**src/rtl/ftla_pkg.sv**
```systemverilog
package ftla_pkg;

  // requester identifier width
  localparam int ID_W = 4;

  // default number of requesters and queue cells
  localparam int REQUESTERS_DEF = 16;

  // action codes
  localparam logic [1:0] ACT_ACQUIRE = 2'd0;
  localparam logic [1:0] ACT_RELEASE = 2'd1;
  localparam logic [1:0] ACT_UP      = 2'd2;
  localparam logic [1:0] ACT_DOWN    = 2'd3;

  // control common to every queue cell
  typedef struct packed {
    logic            shift;
    logic [ID_W-1:0] id;
  } ftla_cell_ctl_t;

endpackage

```
**src/rtl/ftla_if.sv**
```systemverilog
interface ftla_req_if;
  import ftla_pkg::*;

  logic            valid;
  logic            ready;
  logic [1:0]      action;
  logic [ID_W-1:0] requester;

  modport source (output valid, output action, output requester, input ready);
  modport sink   (input valid, input action, input requester, output ready);
endinterface

interface ftla_res_if;
  import ftla_pkg::*;

  logic            valid;
  logic            ready;
  logic            granted;
  logic            handoff_valid;
  logic [ID_W-1:0] handoff_id;

  modport source (output valid, output granted, output handoff_valid, output handoff_id,
                  input ready);
  modport sink   (input valid, input granted, input handoff_valid, input handoff_id,
                  output ready);
endinterface

```
**src/rtl/ftla_cell.sv**
```systemverilog
module ftla_cell (
  input  logic                       clk,
  input  ftla_pkg::ftla_cell_ctl_t   ctl,
  input  logic                       load,
  input  logic [ftla_pkg::ID_W-1:0]  from_next,
  output logic [ftla_pkg::ID_W-1:0]  data
);
  import ftla_pkg::*;

  // one queue slot: move toward the head on dequeue, take the new id when it is the tail
  always_ff @(posedge clk) begin
    if (ctl.shift) begin
      data <= from_next;
    end else if (load) begin
      data <= ctl.id;
    end
  end

endmodule

```
**src/rtl/fifo_task_lock_arbiter.sv**
```systemverilog
// fifo-ordered lock with a shifting wait queue of REQUESTERS cells
// accepted item: result, owner, bitmap and queue cells all register in the next cycle
// throughput: 1 item per cycle while no result is stalled by res.ready
// reset (rst, synchronous): offline, no owner, empty queue, bitmap clear, no result pending
// queue cell contents are not cleared; the fill count marks which cells hold waiters
module fifo_task_lock_arbiter #(
  parameter int REQUESTERS = ftla_pkg::REQUESTERS_DEF
) (
  input logic       clk,
  input logic       rst,
  ftla_req_if.sink  req,
  ftla_res_if.source res
);
  import ftla_pkg::*;

  localparam int CNT_W  = $clog2(REQUESTERS + 1);
  localparam int MASK_W = (REQUESTERS < (1 << ID_W)) ? REQUESTERS : (1 << ID_W);

  logic              online, online_next;
  logic              owner_valid, owner_valid_next;
  logic [ID_W-1:0]   owner_id, owner_id_next;
  logic [CNT_W-1:0]  count, count_next;
  logic [MASK_W-1:0] mask, mask_next;

  logic              granted_c, hvalid_c;
  logic [ID_W-1:0]   hid_c;
  logic              enq;
  logic              fire;
  logic              id_ok;
  logic              is_waiting;
  logic              q_full;
  logic [ID_W-1:0]   head;
  ftla_cell_ctl_t    ctl;

  logic [ID_W-1:0]   cell_data [REQUESTERS];

  // output register frees as soon as its item is taken
  assign req.ready = !res.valid || res.ready;
  assign fire      = req.valid && req.ready;

  assign id_ok  = 32'(req.requester) < REQUESTERS;
  assign q_full = count == CNT_W'(REQUESTERS);
  assign head   = cell_data[0];

  // bitmap lookup for the requester
  always_comb begin
    is_waiting = 1'b0;
    for (int k = 0; k < MASK_W; k++) begin
      if (req.requester == ID_W'(k) && mask[k]) begin
        is_waiting = 1'b1;
      end
    end
  end

  // lock state update and result
  always_comb begin
    online_next      = online;
    owner_valid_next = owner_valid;
    owner_id_next    = owner_id;
    count_next       = count;
    mask_next        = mask;
    granted_c        = 1'b0;
    hvalid_c         = 1'b0;
    hid_c            = '0;
    enq              = 1'b0;
    ctl.shift        = 1'b0;
    ctl.id           = req.requester;
    if (fire) begin
      case (req.action)
        ACT_ACQUIRE: begin
          if (online && id_ok) begin
            if (!owner_valid) begin
              owner_valid_next = 1'b1;
              owner_id_next    = req.requester;
              granted_c        = 1'b1;
            end else if (owner_id == req.requester) begin
              granted_c = 1'b1;
            end else if (!is_waiting && !q_full) begin
              enq        = 1'b1;
              count_next = count + CNT_W'(1);
              for (int k = 0; k < MASK_W; k++) begin
                if (req.requester == ID_W'(k)) begin
                  mask_next[k] = 1'b1;
                end
              end
            end
          end
        end
        ACT_RELEASE: begin
          if (online && id_ok && owner_valid && owner_id == req.requester) begin
            if (count != '0) begin
              ctl.shift     = 1'b1;
              count_next    = count - CNT_W'(1);
              owner_id_next = head;
              hvalid_c      = 1'b1;
              hid_c         = head;
              for (int k = 0; k < MASK_W; k++) begin
                if (head == ID_W'(k)) begin
                  mask_next[k] = 1'b0;
                end
              end
            end else begin
              owner_valid_next = 1'b0;
              owner_id_next    = '0;
            end
          end
        end
        ACT_UP: begin
          online_next = 1'b1;
        end
        ACT_DOWN: begin
          online_next      = 1'b0;
          owner_valid_next = 1'b0;
          owner_id_next    = '0;
          count_next       = '0;
          mask_next        = '0;
        end
        default: begin
          online_next = online;
        end
      endcase
    end
  end

  // control registers
  always_ff @(posedge clk) begin
    if (rst) begin
      online      <= 1'b0;
      owner_valid <= 1'b0;
      owner_id    <= '0;
      count       <= '0;
      mask        <= '0;
      res.valid   <= 1'b0;
    end else begin
      online      <= online_next;
      owner_valid <= owner_valid_next;
      owner_id    <= owner_id_next;
      count       <= count_next;
      mask        <= mask_next;
      if (fire) begin
        res.valid <= 1'b1;
      end else if (res.ready) begin
        res.valid <= 1'b0;
      end
    end
  end

  // result payload
  always_ff @(posedge clk) begin
    if (fire) begin
      res.granted       <= granted_c;
      res.handoff_valid <= hvalid_c;
      res.handoff_id    <= hid_c;
    end
  end

  // wait queue: a row of cells, head at cell 0, tail at the fill count
  for (genvar i = 0; i < REQUESTERS; i++) begin : g_cell
    logic [ID_W-1:0] nbr;
    logic            load;
    if (i == REQUESTERS - 1) begin : g_last
      assign nbr = '0;
    end else begin : g_mid
      assign nbr = cell_data[i+1];
    end
    assign load = enq && (count == CNT_W'(i));
    ftla_cell u_cell (
      .clk       (clk),
      .ctl       (ctl),
      .load      (load),
      .from_next (nbr),
      .data      (cell_data[i])
    );
  end

endmodule

```
**src/flat_wrapper.sv**
```systemverilog
// flat-port wrapper written by rule: the top's interface ports become plain ports
module fifo_task_lock_arbiter_flat import ftla_pkg::*;
#(
  parameter int REQUESTERS = ftla_pkg::REQUESTERS_DEF
)
  (clk, rst, req_valid, req_action, req_requester, req_ready, res_valid, res_granted, res_handoff_valid, res_handoff_id, res_ready);
  ftla_req_if req_i ();
  ftla_res_if res_i ();
  input logic clk;
  input logic rst;
  input wire logic [$bits(req_i.valid)-1:0] req_valid;
  input wire logic [$bits(req_i.action)-1:0] req_action;
  input wire logic [$bits(req_i.requester)-1:0] req_requester;
  output wire logic [$bits(req_i.ready)-1:0] req_ready;
  output wire logic [$bits(res_i.valid)-1:0] res_valid;
  output wire logic [$bits(res_i.granted)-1:0] res_granted;
  output wire logic [$bits(res_i.handoff_valid)-1:0] res_handoff_valid;
  output wire logic [$bits(res_i.handoff_id)-1:0] res_handoff_id;
  input wire logic [$bits(res_i.ready)-1:0] res_ready;
  assign req_i.valid = req_valid;
  assign req_i.action = req_action;
  assign req_i.requester = req_requester;
  assign req_ready = req_i.ready;
  assign res_valid = res_i.valid;
  assign res_granted = res_i.granted;
  assign res_handoff_valid = res_i.handoff_valid;
  assign res_handoff_id = res_i.handoff_id;
  assign res_i.ready = res_ready;
  fifo_task_lock_arbiter #(.REQUESTERS(REQUESTERS)) u_core (.clk(clk), .rst(rst), .req(req_i), .res(res_i));
endmodule
```
**config.mk**
```make
export PLATFORM = sky130hd
export DESIGN_NAME = fifo_task_lock_arbiter_flat
export DESIGN_NICKNAME = d
export VERILOG_FILES = /design/src/rtl/ftla_pkg.sv /design/src/rtl/ftla_if.sv /design/src/rtl/ftla_cell.sv /design/src/rtl/fifo_task_lock_arbiter.sv /design/src/flat_wrapper.sv
export SDC_FILE = /design/constraint.sdc
export NUM_CORES = 1
export LEC_CHECK = 0
export BUFFER_PORTS_ARGS = -buffer_cell sky130_fd_sc_hd__buf_2
export CAP_MARGIN = 20
export CELL_PAD_IN_SITES_DETAIL_PLACEMENT = 1
export CELL_PAD_IN_SITES_GLOBAL_PLACEMENT = 2
export CORE_ASPECT_RATIO = 0.75
export CORE_UTILIZATION = 41
export CTS_CLUSTER_SIZE = 20
export DETAILED_ROUTE_END_ITERATION = 8
export PLACE_DENSITY = 0.81
export SYNTH_ARGS = -nofsm -noshare
export SYNTH_HDL_FRONTEND = slang
export SYNTH_SLANG_ARGS = --single-unit
export TNS_END_PERCENT = 50
```
**constraint.sdc**
```tcl
create_clock -name clk -period 2.95 [get_ports clk]
set_clock_uncertainty 0.1 [all_clocks]
set_input_delay 0.295 -clock clk [delete_from_list [all_inputs] [get_ports clk]]
set_output_delay 0.295 -clock clk [all_outputs]
set_load 0.05 [all_outputs]
```
---- Word level (Yosys, flattened, before mapping) ----
Cells that the tools add are included.
cells by class
  add/subtract/negate cells ............... 2
  eq/ne operators ......................... 90
  mux-type cells .......................... 116
  reduce and logical (&&, ||, !) cells .... 85
operator list
  operator               number
  $reduce_and A10 Y1     16
  $mux W4                34
  $mux W16               6
  $ne A2 B1 Y1 const B   37
  $mux W1                65
  $eq A4 B4 Y1 const B   16
  $pmux W16 S3           1
  $eq A5 B4 Y1 const B   8
  $logic_and A1 B1 Y1    36
  $reduce_bool A2 Y1     17
  $eq A4 B3 Y1 const B   8
  $mux W5                6
  $eq A5 B3 Y1 const B   4
  $eq A4 B2 Y1 const B   4
  $pmux W5 S3            1
  $pmux W4 S3            1
  $eq A5 B2 Y1 const B   2
  $reduce_and A5 Y1      2
  $eq A4 B1 Y1 const B   2
  $logic_not A4 Y1       2
  $reduce_and A8 Y1      1
  $ne A2 B2 Y1 const B   3
  $reduce_and A2 Y1      3
  $add A5 B1 Y5 const B  1
  14 further kinds       17
word-level totals
  register bits after elaboration ......... 98
  input port bits ......................... 10
  output and inout port bits .............. 8
  logic and storage cells ................. 333

---- Logic depth before layout (Yosys ltp) ----
Gate-level depths: netlist (run 1).
  depth in word-level cells ............... 29
  mapped depth ............................ 9
  mapped depth without buffers ............ 8

---- Hierarchy ----
From an unflattened synthesis (run 1), not the netlist that was laid out.
second synthesis, totals
  cells, all modules ...................... 463
  area total of the unflattened synthesis .. 5282.6 um^2
modules (own cells, without submodules)
  module                  times used  cells each  area an instance (um^2)  seq. area each (um^2)
  ftla_cell               16          9           171.4                    120.1
  fifo_task_lock_arbiter  1           319         2539.9                   740.7

---- Worst setup path after synthesis (run 1) ----
Ideal clock, no wire load.
  path kind ............................... register -> register
  from .................................... register u_core.res.valid
  to ...................................... register u_core.g_cell[7].u_cell.data[0] (netlist name), enable pin
  setup time .............................. 335 ps
  arrival ................................. 2378 ps
  data required time ...................... 2515 ps
  setup slack ............................. 137 ps
  stages on the path, launching flop included .. 7
  path buffers ............................ 0
  period minus slack after synthesis ...... 2813 ps
  cell sequence ........................... dfxtp_1 > nand2b_1 > nand2_1 > nor4_1 > nand3_2 > or3_1 > o21ai_1
between the ends
  longest elaborated chain between the ends .. 6
  elaborated cells between the ends (all ways) .. 7
  those cells by class .................... mux (2); reduce/logical (5)
RTL lines
  element                           line                           RTL
  start, declared                   ftla_if.sv:22                  modport source (output valid, output granted, output handoff_valid, output handoff_id,
  start signal, assigned            fifo_task_lock_arbiter.sv:133  res.valid <= 1'b0;
  start signal, assigned            fifo_task_lock_arbiter.sv:141  res.valid <= 1'b1;
  start signal, assigned            fifo_task_lock_arbiter.sv:143  res.valid <= 1'b0;
  $logic_not A1 Y1 (*)              fifo_task_lock_arbiter.sv:38   assign req.ready = !res.valid || res.ready;
  $logic_or A1 B1 Y1 (*)            fifo_task_lock_arbiter.sv:38
  via req_ready                     flat_wrapper.sv:14             output wire logic [$bits(req_i.ready)-1:0] req_ready;
  $logic_and A1 B1 Y1 (*)           fifo_task_lock_arbiter.sv:39   assign fire = req.valid && req.ready;
  $mux W1                           fifo_task_lock_arbiter.sv:68   if (fire) begin
  $logic_and A1 B1 Y1               fifo_task_lock_arbiter.sv:166  assign load = enq && (count == CNT_W'(i));
  $reduce_bool A2 Y1 (no line) (*)  n/a
  end signal, assigned              ftla_cell.sv:13                data <= from_next;
  end signal, assigned              ftla_cell.sv:15                data <= ctl.id;
  end, declared                     ftla_cell.sv:6                 output logic [ftla_pkg::ID_W-1:0] data
Mark *: on every way through the listed nets, which the timed path passes. The rest lies on a longest branch.
A chain may end at the register's enable or synchronous reset.

---- Final worst setup path (run 1) ----
  from .................................... register u_core.count[0]
  to ...................................... register u_core.g_cell[3].u_cell.data[3] (netlist name), enable pin
between the ends
  longest elaborated chain between the ends .. 11
  elaborated cells between the ends (all ways) .. 17
  those cells by class .................... eq/ne (2); mux (10); reduce/logical (5)
RTL lines
  element                           line                           RTL
  start, declared                   fifo_task_lock_arbiter.sv:22   logic [CNT_W-1:0] count, count_next;
  start signal, assigned            fifo_task_lock_arbiter.sv:138  count <= count_next;
  $eq A5 B5 Y1                      fifo_task_lock_arbiter.sv:42   assign q_full = count == CNT_W'(REQUESTERS);
  $logic_not A1 Y1                  fifo_task_lock_arbiter.sv:78   end else if (!is_waiting && !q_full) begin
  $logic_and A1 B1 Y1               fifo_task_lock_arbiter.sv:78
  $mux W1                           fifo_task_lock_arbiter.sv:78
  $mux W1                           fifo_task_lock_arbiter.sv:76   end else if (owner_id == req.requester) begin
  $mux W1                           fifo_task_lock_arbiter.sv:72   if (!owner_valid) begin
  $mux W1                           fifo_task_lock_arbiter.sv:71   if (online && id_ok) begin
  $mux W1                           fifo_task_lock_arbiter.sv:69   case (req.action)
  $mux W1                           fifo_task_lock_arbiter.sv:68
  $logic_and A1 B1 Y1               fifo_task_lock_arbiter.sv:166
  $reduce_bool A2 Y1 (no line) (*)  n/a
  end signal, assigned              ftla_cell.sv:13
  end signal, assigned              ftla_cell.sv:15
  end, declared                     ftla_cell.sv:6
Mark *: on every way between the ends. The rest lies on a longest branch, timed or not.

==> results.txt, run 1 <==
outcome: complete, no violations
critical path class: flip-flop to flip-flop
Psw: 0.7135 mW
Initial Util: 42.89%
fraction of final layout cells sized beyond drive strength 1: 18.10%
setup violation total in the final timing report: 0
worst ir drop on vdd: 0.0002860 V
synthesis-to-finish area growth: 12.16%
Die Y-Extent: 98.33 um
H-tree lvl count: 3
CTS hold repair buffers: 0
measured slew at the worst slew-check pin: 0.7205 ns
Remaining Overflow, GRT: 0
routability-driven placement congestion ratio: 0.7997
headroom to the max-slew limit: 51.97%
detailed-route wire length: 13,380 um
clock power share: 37.8%
total inserted antenna cells: 0
share of synthesized flip-flops with an asynchronous set or reset: 0%
placeable core region: 0.01183 mm^2
Area contributors post-synth: sky130_fd_sc_hd__edfxtp_1, sky130_fd_sc_hd__dfxtp_1, sky130_fd_sc_hd__nand2_1, sky130_fd_sc_hd__a21o_1, sky130_fd_sc_hd__a311oi_1
largest net degree at the start of global routing: 42
Synth Area per Inst: 10.23 um^2
longest individual stage delay on the worst path: 0.40 ns
pre-CTS WS: 0.1861 ns
register area share after synthesis: 51.70%
global routing usage summed across all routing layers: 22.25%
Worst Hold Slack: 0.1045 ns
post-detailed-route wirelength per cell: 19.47 um
power density over the cells: 502.8 mW/mm^2
DRT iter0 DRCs: 349
Synth Instances: 496
Resized Gates After CTS: 0
area leader, netlist: sky130_fd_sc_hd__edfxtp_1
number of setup buffers added after CTS: 0
TritonCTS clock tree: yes
switching power share of the total: 24.94%
number of antenna violations at the first check in global routing: 0
critical path endpoint category: flip-flop
clk sink count: 98
unrepaired setup endpoints after global routing: no
clock-pin transition on the worst setup and hold timing paths: 0.07 ns
count of standard-cell rows: 34
data required time of the critical path: 2.84 ns
LEAKAGE: 2.116 nW
cell internal pwr: 2.147 mW
antenna-violating nets left: 0
Seq cells post-synth: 98
number of enable flip-flop cells after synthesis: 66
fin nets: 536
ratio of final minimum period to clock period: 90.44%
number of input and output port buffers inserted: 17
chain of cells forming the critical path: inv_1 > ha_1 > nand2_1 > o32a_1 > and4_1 > nand3_2 > or3_1 > o21ai_1
insertion delay to the later sink of the worst-skew pair: 0.34 ns
Max Root-Sink Buffers: 2
total I/O pin count: 18
highest attainable clock frequency: 374.8 MHz
part of the power in registers: 52.2%
Max Cap Viol: 0
Detailed Place HPWL: 9417 um
Tot Pwr: 2.861 mW
residual DRC count: 0
clock period minus worst slack: 2.668 ns
horizontal extent of the die: 130.4 um
synthesized net count: 512
portion of synthesized cell area occupied by the leading cell type: 39.07%
Pins Over Slew Limit: 0
vias in the first global route: 3,832
total number of vias: 3,959
setup_tns: 0 ns
final hold violation count: 0
number of warnings issued by yosys: 0
highest net fanout along the worst path: 5
global-route wire length before repair: 21,410 um
combinational group share of total power: 10.0%
detailed-route vias per instance: 5.763
first-pass detailed-route iteration total: 5
summed instance area of the synthesized netlist: 0.005072 mm^2
most frequently used flop master after synthesis: sky130_fd_sc_hd__edfxtp_1
standard cell with the maximum stage delay on the critical path: sky130_fd_sc_hd__dfxtp_1
Hold Path Class: input port to flip-flop
number of distinct standard cells referenced by the synthesized netlist: 64
floorplan die area: 0.01283 mm^2
number of buffers inserted during clock tree synthesis: 9
cell at the root of the clock tree: sky130_fd_sc_hd__clkbuf_16
worst setup slack after layout: 0.2821 ns
critical path data arrival time: 2.56 ns
sort of element at the start of the critical path: flip-flop
==> routing by layer <==
layer	wire [um]	part of all wire (%)	vias to the layer above	GRT usage (%)
met2	5548	41	97	30.24
met3	512	3.8	2	4.329
met1	7276	54	1974	36.09
met4	38	0.28	0	4.067
li1	-	-	1886	-
met5	0	0	-	0
==> synthesized netlist by cell type (3+ instances only) <==
library cell	number
sky130_fd_sc_hd__a2111oi_0	4
sky130_fd_sc_hd__a211oi_1	10
sky130_fd_sc_hd__a211oi_2	7
sky130_fd_sc_hd__a21o_1	32
sky130_fd_sc_hd__a21oi_1	23
sky130_fd_sc_hd__a21oi_2	7
sky130_fd_sc_hd__a2bb2oi_1	3
sky130_fd_sc_hd__a311oi_1	15
sky130_fd_sc_hd__a31oi_1	4
sky130_fd_sc_hd__and2_1	10
sky130_fd_sc_hd__buf_2	19
sky130_fd_sc_hd__buf_6	3
sky130_fd_sc_hd__clkbuf_1	15
sky130_fd_sc_hd__dfxtp_1	32
sky130_fd_sc_hd__edfxtp_1	66
sky130_fd_sc_hd__ha_1	6
sky130_fd_sc_hd__inv_1	9
sky130_fd_sc_hd__mux2_2	3
sky130_fd_sc_hd__nand2_1	73
sky130_fd_sc_hd__nand2b_1	9
sky130_fd_sc_hd__nand3_1	5
sky130_fd_sc_hd__nand3b_1	10
sky130_fd_sc_hd__nor2_1	29
sky130_fd_sc_hd__nor2b_1	8
sky130_fd_sc_hd__nor3_1	21
sky130_fd_sc_hd__nor4_1	9
sky130_fd_sc_hd__o21ai_0	13
sky130_fd_sc_hd__o21ai_1	3
sky130_fd_sc_hd__o31ai_1	3
sky130_fd_sc_hd__xnor2_1	5
==> state kept, by name, summed over array words and instances (netlist names) <==
name                       flops
u_core.g_cell.u_cell.data     64
u_core.mask                   16
u_core.count                   5
u_core.owner_id                4
u_core.res.handoff_id          4
u_core.online                  1
u_core.owner_valid             1
u_core.res.granted             1
u_core.res.handoff_valid       1
u_core.res.valid               1
==> placed cells by master, fill, tap and decap left out, drive strengths merged, types with 5 or more instances in the layout <==
cell type / count
nand2b: 9
nor3: 21
clkinv: 5
and2: 10
edfxtp: 66
a21o: 32
a211oi: 17
nor2b: 8
o21ai: 17
xnor2: 5
ha: 6
nand3b: 10
nor2: 31
dfxtp: 32
nand3: 6
a21oi: 30
nor4: 10
clkbuf: 9
buf: 52
inv: 11
a311oi: 15
nand2: 74
==> cell type report <==
cell class | count | area, um^2
flip-flops and latches | 98 | 2623
repair buffers | 52 | 347.8
fillers | 1332 | 6137
clock buffers | 9 | 225.2
well taps | 162 | 202.7
clock inverters | 7 | 43.79
inverters | 9 | 33.78
multi-input cells | 350 | 2213
==> worst paths after layout <==
check,cells after the start,slack [ns],startpoint,end
hold / removal,3,0.10,req_valid,u_core.res.valid
setup reg to reg,8,0.28,u_core.count[0],u_core.g_cell[3].u_cell.data[3]
hold reg to reg,2,0.38,u_core.g_cell[15].u_cell.data[2],u_core.g_cell[15].u_cell.data[2]
setup / recovery,8,0.28,u_core.count[0],u_core.g_cell[3].u_cell.data[3]
==> power groups by stage <==
stage          Combinational, mW  Sequential (mW)  Clock, mW
2_1_floorplan              0.189             1.54          0
3_3_place_gp               0.276             1.52          0
3_5_place_dp               0.282             1.52          0
4_1_cts                    0.283             1.49       1.12
5_1_grt                    0.312             1.49       1.17
6_report                   0.287             1.49       1.08
==> per-stage QoR <==
step	cell area (um^2)	std cells	utilization [%]
floorplan	5072	496	-
global placement	5420	671	45.83
detailed placement	5420	671	45.83
CTS	5689	687	48.11
global route	5689	687	48.11
finish	5689	687	48.11
==> logic make-up after synthesis <==
kind of cell | count (synthesis) | synth area share (%)
and+or+nand+nor | 195 | 19.83
AOI/OAI and AO/OA | 138 | 20.15
DFF | 98 | 51.70
buffers and inverters | 48 | 4.686
muxes | 6 | 1.283
adders and majority gates | 6 | 1.480
xor gates and xnor gates | 5 | 0.8633
==> worst max-delay path, delay by kind of cell, from the launching register on <==
family	cells	cell delay [ns]
AO/OA/AOI/OAI	2	0.54
adder cells (fa/ha/maj)	1	0.28
buffers and inverters	1	0.14
flip-flops	1	0.40
AND/OR/NAND/NOR	4	0.86
Note: power is estimated with default switching activity, not from simulation.
==> run 2, diff against run 1 <==
--- a/config.mk
+++ b/config.mk
@@ -10,11 +10,14 @@
 export CELL_PAD_IN_SITES_DETAIL_PLACEMENT = 1
 export CELL_PAD_IN_SITES_GLOBAL_PLACEMENT = 2
 export CORE_ASPECT_RATIO = 0.75
-export CORE_UTILIZATION = 41
+export CORE_MARGIN = 2
+export CORE_UTILIZATION = 43
+export CTS_BUF_LIST = sky130_fd_sc_hd__clkbuf_8 sky130_fd_sc_hd__clkbuf_16
 export CTS_CLUSTER_SIZE = 20
 export DETAILED_ROUTE_END_ITERATION = 8
-export PLACE_DENSITY = 0.81
+export PLACE_DENSITY = 0.82
 export SYNTH_ARGS = -nofsm -noshare
 export SYNTH_HDL_FRONTEND = slang
+export SYNTH_HIERARCHICAL = 1
 export SYNTH_SLANG_ARGS = --single-unit
 export TNS_END_PERCENT = 50
==> results.txt, run 2 <==
placeable core region: 0.01213 mm^2 (+2.6%)
number of warnings issued by yosys: 6 (+6)
clock-pin transition on the worst setup and hold timing paths: 0.07 ns (about the same)
Register-to-Register Path Depth: 7 (-1)
Max Cap Viol: 0 (unchanged)
startpoint of the lowest-slack hold path: req_valid
Tot Pwr: 3.078 mW (+7.6%)
summed instance area of the synthesized netlist: 0.005283 mm^2 (+4.1%)
antenna-violating nets left: 0 (unchanged)
number of input and output port buffers inserted: 17 (unchanged)
horizontal extent of the die: 132.0 um (+1.2%)
setup slack of the worst register-to-register path: 0.21 ns (-0.08 ns)
critical path endpoint category: flip-flop
Pins Over Slew Limit: 0 (unchanged)
vias in the first global route: 3,853 (+0.55%)
clk sink count: 98 (unchanged)
most common cell after layout, fill and taps aside: sky130_fd_sc_hd__edfxtp_1
post-detailed-route wirelength per cell: 19.10 um (-1.9%)
area leader, netlist: sky130_fd_sc_hd__edfxtp_1
Worst Hold Depth: 3 (unchanged)
data required time of the critical path: 2.95 ns (+0.11 ns)
clock period minus worst slack: 2.745 ns (+0.07690 ns)
met2 capacity usage during global routing: 32.41% (+2.2 points)
share of synthesized flip-flops with an asynchronous set or reset: 0% (unchanged)
GRT Max-Usage Layer: met2
count of standard-cell rows: 35 (+2.9%)
M1 GR Usage: 28.57% (-7.5 points)
most frequent cell after synthesis: sky130_fd_sc_hd__edfxtp_1
largest registers: u_core/g_cell.u_cell/data x64, u_core/mask x16, u_core/count x5
outcome: complete, no violations
TritonCTS clock tree: yes
global-route wire length before repair: 20,780 um (-2.9%)
capture instance of the worst register-to-register path: u_core/g_cell[15].u_cell/data[3]
routability-driven placement congestion ratio: 0.8043 (+0.58%)
detailed-route wire length: 12,790 um (-4.4%)
global routing usage summed across all routing layers: 20.29% (-2.0 points)
Worst Hold Slack: 0.09857 ns (-0.005963 ns)
Synth Instances: 463 (-6.7%)
DRT iter0 DRCs: 178 (-49%)
most frequently used flop master after synthesis: sky130_fd_sc_hd__edfxtp_1
Reg area: 0.002664 mm^2 (+1.6%)
first-pass detailed-route iteration total: 4 (-1)
H-tree lvl count: 3 (unchanged)
total I/O pin count: 18 (unchanged)
Detailed Place HPWL: 8800 um (-6.6%)
number of antenna violations at the first check in global routing: 0 (unchanged)
total number of vias: 3,749 (-5.3%)
Hold Path Class: input port to flip-flop
worst ir drop on vdd: 0.0002542 V (-11%)
Max Root-Sink Buffers: 2 (unchanged)
residual DRC count: 0 (unchanged)
cell area after placement: 0.005724 mm^2 (+5.6%)
max reg flops: 64 (unchanged)
# fillers: 1,319 (-0.98%)
insertion delay to the later sink of the worst-skew pair: 0.36 ns (+0.02 ns)
number of distinct standard cells referenced by the synthesized netlist: 60 (-6.3%)
highest attainable clock frequency: 364.3 MHz (-2.8%)
met3 layer usage reported by global route: 3.485% (-0.84 points)
portion of synthesized cell area occupied by the leading cell type: 39.79% (+0.72 points)
Area contributors post-synth: sky130_fd_sc_hd__edfxtp_1, sky130_fd_sc_hd__mux2_2, sky130_fd_sc_hd__dfxtp_1, sky130_fd_sc_hd__a2111oi_2, sky130_fd_sc_hd__nor2_1
Initial Util: 43.55% (+0.66 points)
ranking of synthesized cells by instance count: sky130_fd_sc_hd__edfxtp_1, sky130_fd_sc_hd__mux2_2, sky130_fd_sc_hd__nor2_1, sky130_fd_sc_hd__a21oi_1, sky130_fd_sc_hd__dfxtp_1
cell at the root of the clock tree: sky130_fd_sc_hd__clkbuf_16
highest net fanout along the worst path: 49 (+44)
final hold violation count: 0 (unchanged)
number of buffers inserted during clock tree synthesis: 9 (unchanged)
LEAKAGE: 2.169 nW (+2.5%)
register area share after synthesis: 50.40% (-1.3 points)
Hold Crit Endpoint: u_core/res.valid
Remaining Overflow, GRT: 0 (unchanged)
area used by multi-input combinational logic: 0.002446 mm^2 (+11%)
detailed-route vias per instance: 5.596 (-2.9%)
fin nets: 515 (-3.9%)
floorplan die area: 0.01320 mm^2 (+2.9%)
sort of element at the start of the critical path: flip-flop
fraction of final layout cells sized beyond drive strength 1: 33.93% (+16 points)
Die Y-Extent: 99.99 um (+1.7%)
ratio of final minimum period to clock period: 93.04% (+2.6 points)
Seq cells post-synth: 98 (unchanged)
measured slew at the worst slew-check pin: 0.7338 ns (+0.01328 ns)
power density over the cells: 507.7 mW/mm^2 (+0.97%)
commonest cells after routing, fill and taps aside: sky130_fd_sc_hd__edfxtp_1, sky130_fd_sc_hd__mux2_2, sky130_fd_sc_hd__nor2_1
startpoint of the lowest-slack register-to-register path: u_core/count[1]
setup violation total in the final timing report: 0 (unchanged)
total inserted antenna cells: 0 (unchanged)
critical path data arrival time: 2.75 ns (+0.19 ns)
synthesis-to-finish area growth: 14.78%
headroom to the max-slew limit: 50.44% (-1.5 points)
largest net degree at the start of global routing: 50 (+19%)
Synth Area per Inst: 11.41 um^2 (+12%)
register ranked first by flip-flop count: u_core/g_cell.u_cell/data
Finished Cell Area: 0.006063 mm^2 (+6.6%)
critical path class: flip-flop to flip-flop
number of enable flip-flop cells after synthesis: 70 (+6.1%)
[run 2: cell types whose count changed after synthesis, moves of 16 or more]
| cell | delta |
|---|---|
| sky130_fd_sc_hd__inv_1 | +17 |
| sky130_fd_sc_hd__nand2_1 | -64 |
| sky130_fd_sc_hd__buf_2 | -16 |
| sky130_fd_sc_hd__mux2_2 | +61 |
| sky130_fd_sc_hd__a21o_1 | -32 |
| sky130_fd_sc_hd__nor2_1 | +23 |
| sky130_fd_sc_hd__or2_2 | +16 |
[run 2: cell type report]
type | instances | area share (%)
Sequential cell | 98 | 43.93
Multi-Input combinational cell | 319 | 40.34
Timing Repair Buffer | 45 | 5.489
Clock buffer | 9 | 3.714
Tap cell | 166 | 3.425
Inverter | 26 | 1.610
Clock inverter | 7 | 1.486
[run 2: per-layer routing]
layer / wire [um] / up-vias
li1: - / 1788
met1: 6243 / 1883
met2: 5861 / 66
met3: 536 / 12
met4: 153 / 0
met5: 0 / -
[run 2: power by group]
part           internal (mW)  leakage [nW]  total, mW  switching [mW]
Combinational          0.128          1.15      0.323           0.195
Sequential              1.49         0.864       1.51          0.0152
Clock                  0.682         0.156       1.25           0.569
Total                   2.30          2.17       3.08           0.779
[run 2: what timing repair did]
item | 4_1_cts | 5_1_grt
setup endpoints to repair | 0 | 36
buffers inserted | 0 | 0
resized for setup | 0 | 5
hold buffers | 0 | 0
[run 2: logic make-up (layout without fill, tap and decap cells)]
group	count (synthesis)	after routing	synth area share, %
buffers and inverters	49	87	4.074
other	1	4	0.07099
and+or+nand+nor	144	144	14.40
DFF	98	98	50.40
xor gates and xnor gates	5	5	0.8290
adders and majority gates	6	6	1.421
muxes	70	70	15.02
AOI/OAI and AO/OA	90	90	13.79
[run 2: how the worst max path moves through the flow]
stage	from	endpoint	slack (ns)	cells after the start
2_1_floorplan	req_requester[0]	u_core/g_cell[0].u_cell/data[0]	0.12	6
3_3_place_gp	req_requester[0]	u_core/count[1]	0.10	9
3_5_place_dp	req_requester[0]	u_core/g_cell[13].u_cell/data[3]	0.04	10
4_1_cts	u_core/count[1]	u_core/g_cell[13].u_cell/data[1]	0.08	10
5_1_grt	u_core/count[1]	u_core/g_cell[13].u_cell/data[1]	-0.008	10
6_report	u_core/count[1]	u_core/g_cell[15].u_cell/data[3]	0.21	7
[run 2: stage by stage]
step,TNS [ns],setup WS [ns],instances,util (%)
finish,0,0.2052,670,49.98
CTS,0,0.08111,670,49.79
detailed placement,0,0.03748,654,47.19
global placement,0,0.1001,654,47.19
global route,-0.06472,-0.007511,670,49.98
floorplan,0,0.1216,466,-
[run 2: critical path, stage by stage (launching register included)]
cell                      delay [ns]
sky130_fd_sc_hd__dfxtp_2        0.35
sky130_fd_sc_hd__inv_1          0.12
sky130_fd_sc_hd__ha_1           0.27
sky130_fd_sc_hd__or4b_2         0.68
sky130_fd_sc_hd__nor2b_1        0.19
sky130_fd_sc_hd__and3_4         0.18
sky130_fd_sc_hd__buf_12         0.18
sky130_fd_sc_hd__or2_2          0.38
==> run 3, diff against run 2 <==
--- a/config.mk
+++ b/config.mk
@@ -7,7 +7,7 @@
 export LEC_CHECK = 0
 export BUFFER_PORTS_ARGS = -buffer_cell sky130_fd_sc_hd__buf_2
 export CAP_MARGIN = 20
-export CELL_PAD_IN_SITES_DETAIL_PLACEMENT = 1
+export CELL_PAD_IN_SITES_DETAIL_PLACEMENT = 2
 export CELL_PAD_IN_SITES_GLOBAL_PLACEMENT = 2
 export CORE_ASPECT_RATIO = 0.75
 export CORE_MARGIN = 2
@@ -15,7 +15,9 @@
 export CTS_BUF_LIST = sky130_fd_sc_hd__clkbuf_8 sky130_fd_sc_hd__clkbuf_16
 export CTS_CLUSTER_SIZE = 20
 export DETAILED_ROUTE_END_ITERATION = 8
+export GPL_TIMING_DRIVEN = 1
 export PLACE_DENSITY = 0.82
+export SLEW_MARGIN = 20
 export SYNTH_ARGS = -nofsm -noshare
 export SYNTH_HDL_FRONTEND = slang
 export SYNTH_HIERARCHICAL = 1
==> results.txt, run 3 (synthesized netlist as in run 2, its figures left out) <==
fraction of final layout cells sized beyond drive strength 1: 34.06% (+0.13 points)
Max Cap Viol: 0 (unchanged)
data required time of the critical path: 3.05 ns (+0.10 ns)
worst ir drop on vdd: 0.0003172 V (+25%)
critical path data arrival time: 2.99 ns (+0.24 ns)
headroom to the max-slew limit: 48.26% (-2.2 points)
critical path endpoint category: flip-flop
total inserted antenna cells: 0 (unchanged)
total I/O pin count: 18 (unchanged)
worst setup slack after layout: 0.05866 ns (-0.1465 ns)
pre-CTS WS: -0.01127 ns (-0.04875 ns)
floorplan die area: 0.01320 mm^2 (unchanged)
number of antenna violations at the first check in global routing: 1 (+1)
Max Root-Sink Buffers: 2 (unchanged)
final hold violation count: 0 (unchanged)
post-detailed-route wirelength per cell: 23.43 um (+23%)
setup_tns: 0 ns (unchanged)
setup violation total in the final timing report: 0 (unchanged)
CTS hold repair buffers: 0 (unchanged)
clock-pin transition on the worst setup and hold timing paths: 0.07 ns (about the same)
commonest cells after routing, fill and taps aside: sky130_fd_sc_hd__edfxtp_1, sky130_fd_sc_hd__mux2_2, sky130_fd_sc_hd__nor2_1
max reg flops: 64 (unchanged)
sort of element at the start of the critical path: flip-flop
antenna-violating nets left: 0 (unchanged)
number of input and output port buffers inserted: 17 (unchanged)
power density over the cells: 495.1 mW/mm^2 (-2.5%)
placed cell count: 654 (unchanged)
horizontal extent of the die: 132.0 um (unchanged)
# fillers: 1,231 (-6.7%)
Die Y-Extent: 99.99 um (unchanged)
fin nets: 516 (+0.19%)
total number of vias: 3,887 (+3.7%)
cell at the root of the clock tree: sky130_fd_sc_hd__clkbuf_16
area used by multi-input combinational logic: 0.002451 mm^2 (+0.20%)
number of buffers inserted during clock tree synthesis: 9 (unchanged)
DRT iter0 DRCs: 167 (-6.2%)
detailed-route vias per instance: 5.793 (+3.5%)
Pins Over Slew Limit: 0 (unchanged)
first-pass detailed-route iteration total: 4 (unchanged)
outcome: complete, no violations
detailed-route wire length: 15,720 um (+23%)
TritonCTS clock tree: yes
highest net fanout along the worst path: 20 (-59%)
Worst Hold Slack: 0.1464 ns (+0.04787 ns)
residual DRC count: 0 (unchanged)
Detailed Place HPWL: 10,750 um (+22%)
Hold Path Class: input port to flip-flop
critical path class: flip-flop to flip-flop
Initial Util: 43.55% (unchanged)
H-tree lvl count: 3 (unchanged)
LEAKAGE: 2.147 nW (-1.0%)
insertion delay to the later sink of the worst-skew pair: 0.34 ns (-0.02 ns)
placeable core region: 0.01213 mm^2 (unchanged)
ratio of final minimum period to clock period: 98.01% (+5.0 points)
highest attainable clock frequency: 345.9 MHz (-5.1%)
register ranked first by flip-flop count: u_core/g_cell.u_cell/data
global-route wire length before repair: 24,350 um (+17%)
synthesis-to-finish area growth: 14.45%
Non-Filler Instances: 671 (+0.15%)
count of standard-cell rows: 35 (unchanged)
Remaining Overflow, GRT: 0 (unchanged)
most common cell after layout, fill and taps aside: sky130_fd_sc_hd__edfxtp_1
Reg area: 0.002664 mm^2 (unchanged)
routability-driven placement congestion ratio: 0.8043 (unchanged)
clk sink count: 98 (unchanged)
measured slew at the worst slew-check pin: 0.7660 ns (+0.03222 ns)
clock period minus worst slack: 2.891 ns (+0.1465 ns)
largest registers: u_core/g_cell.u_cell/data x64, u_core/mask x16, u_core/count x5
vias in the first global route: 4,266 (+11%)
global routing usage summed across all routing layers: 23.96% (+3.7 points)
largest net degree at the start of global routing: 50 (unchanged)
==> run 3: changes by cell type in the layout (fill, tap and decap cells not counted), sizes merged <==
cell,before,now
buf,45,46
bufinv,1,0
clkinv,2,3
clkinvlp,0,1
inv,30,29
==> run 3: repair_timing <==
action                     4_1_cts  5_1_grt
pin swaps                        1        0
resized for setup                2        4
setup endpoints to repair       36       62
setup buffers                    0        1
==> run 3: path summary, 6_finish.rpt <==
path / from / end / slack, ns / depth (start not counted)
max reg2reg: u_core/owner_id[1] / u_core/count[2] / 0.06 / 8
max: u_core/owner_id[1] / u_core/count[2] / 0.06 / 8
min reg2reg: u_core/mask[4] / u_core/mask[4] / 0.39 / 2
min: req_valid / u_core/res.valid / 0.15 / 3
==> run 3: metrics by stage <==
step / area, um^2 / power (mW) / util [%]
final: 6046 / 2.993 / 49.84
after global routing: 6046 / 3.102 / 49.84
after CTS: 6021 / 3.009 / 49.63
after detailed placement: 5724 / 1.871 / 47.19
after global placement: 5724 / 1.847 / 47.19
after floorplan: 5301 / 1.751 / -
==> run 3: final cells by class <==
| class | instances | share of cell area [%] |
|---|---|---|
| Timing Repair Buffer | 46 | 5.629 |
| Clock inverter | 7 | 0.9934 |
| Inverter | 26 | 1.614 |
| Clock buffer | 9 | 3.725 |
| Tap cell | 166 | 3.435 |
| Multi-Input combinational cell | 319 | 40.54 |
| Sequential cell | 98 | 44.06 |
==> run 3: critical path, cell delays in order (launching register included) <==
cell	delay, ns
sky130_fd_sc_hd__dfxtp_1	0.33
sky130_fd_sc_hd__xor2_1	0.19
sky130_fd_sc_hd__o41ai_1	0.75
sky130_fd_sc_hd__a311oi_2	0.12
sky130_fd_sc_hd__buf_4	0.17
sky130_fd_sc_hd__buf_4	0.12
sky130_fd_sc_hd__a31oi_2	0.32
sky130_fd_sc_hd__nand2b_4	0.44
sky130_fd_sc_hd__o41ai_1	0.18
==> run 3: routing by layer <==
layer / up-vias / share of wire, % / GRT usage (%) / routed length, um
li1: 1792 / - / - / -
met1: 1991 / 43 / 30.84 / 6820
met2: 76 / 51 / 42.59 / 7975
met3: 26 / 3.9 / 4.040 / 621
met4: 2 / 1.8 / 5.686 / 288
met5: - / 0.11 / 0 / 17
==> run 3: power breakdown <==
part	total, mW	internal (mW)	switching, mW	leakage (nW)
Combinational	0.344	0.129	0.215	1.15
Sequential	1.51	1.49	0.0167	0.864
Clock	1.14	0.588	0.555	0.137
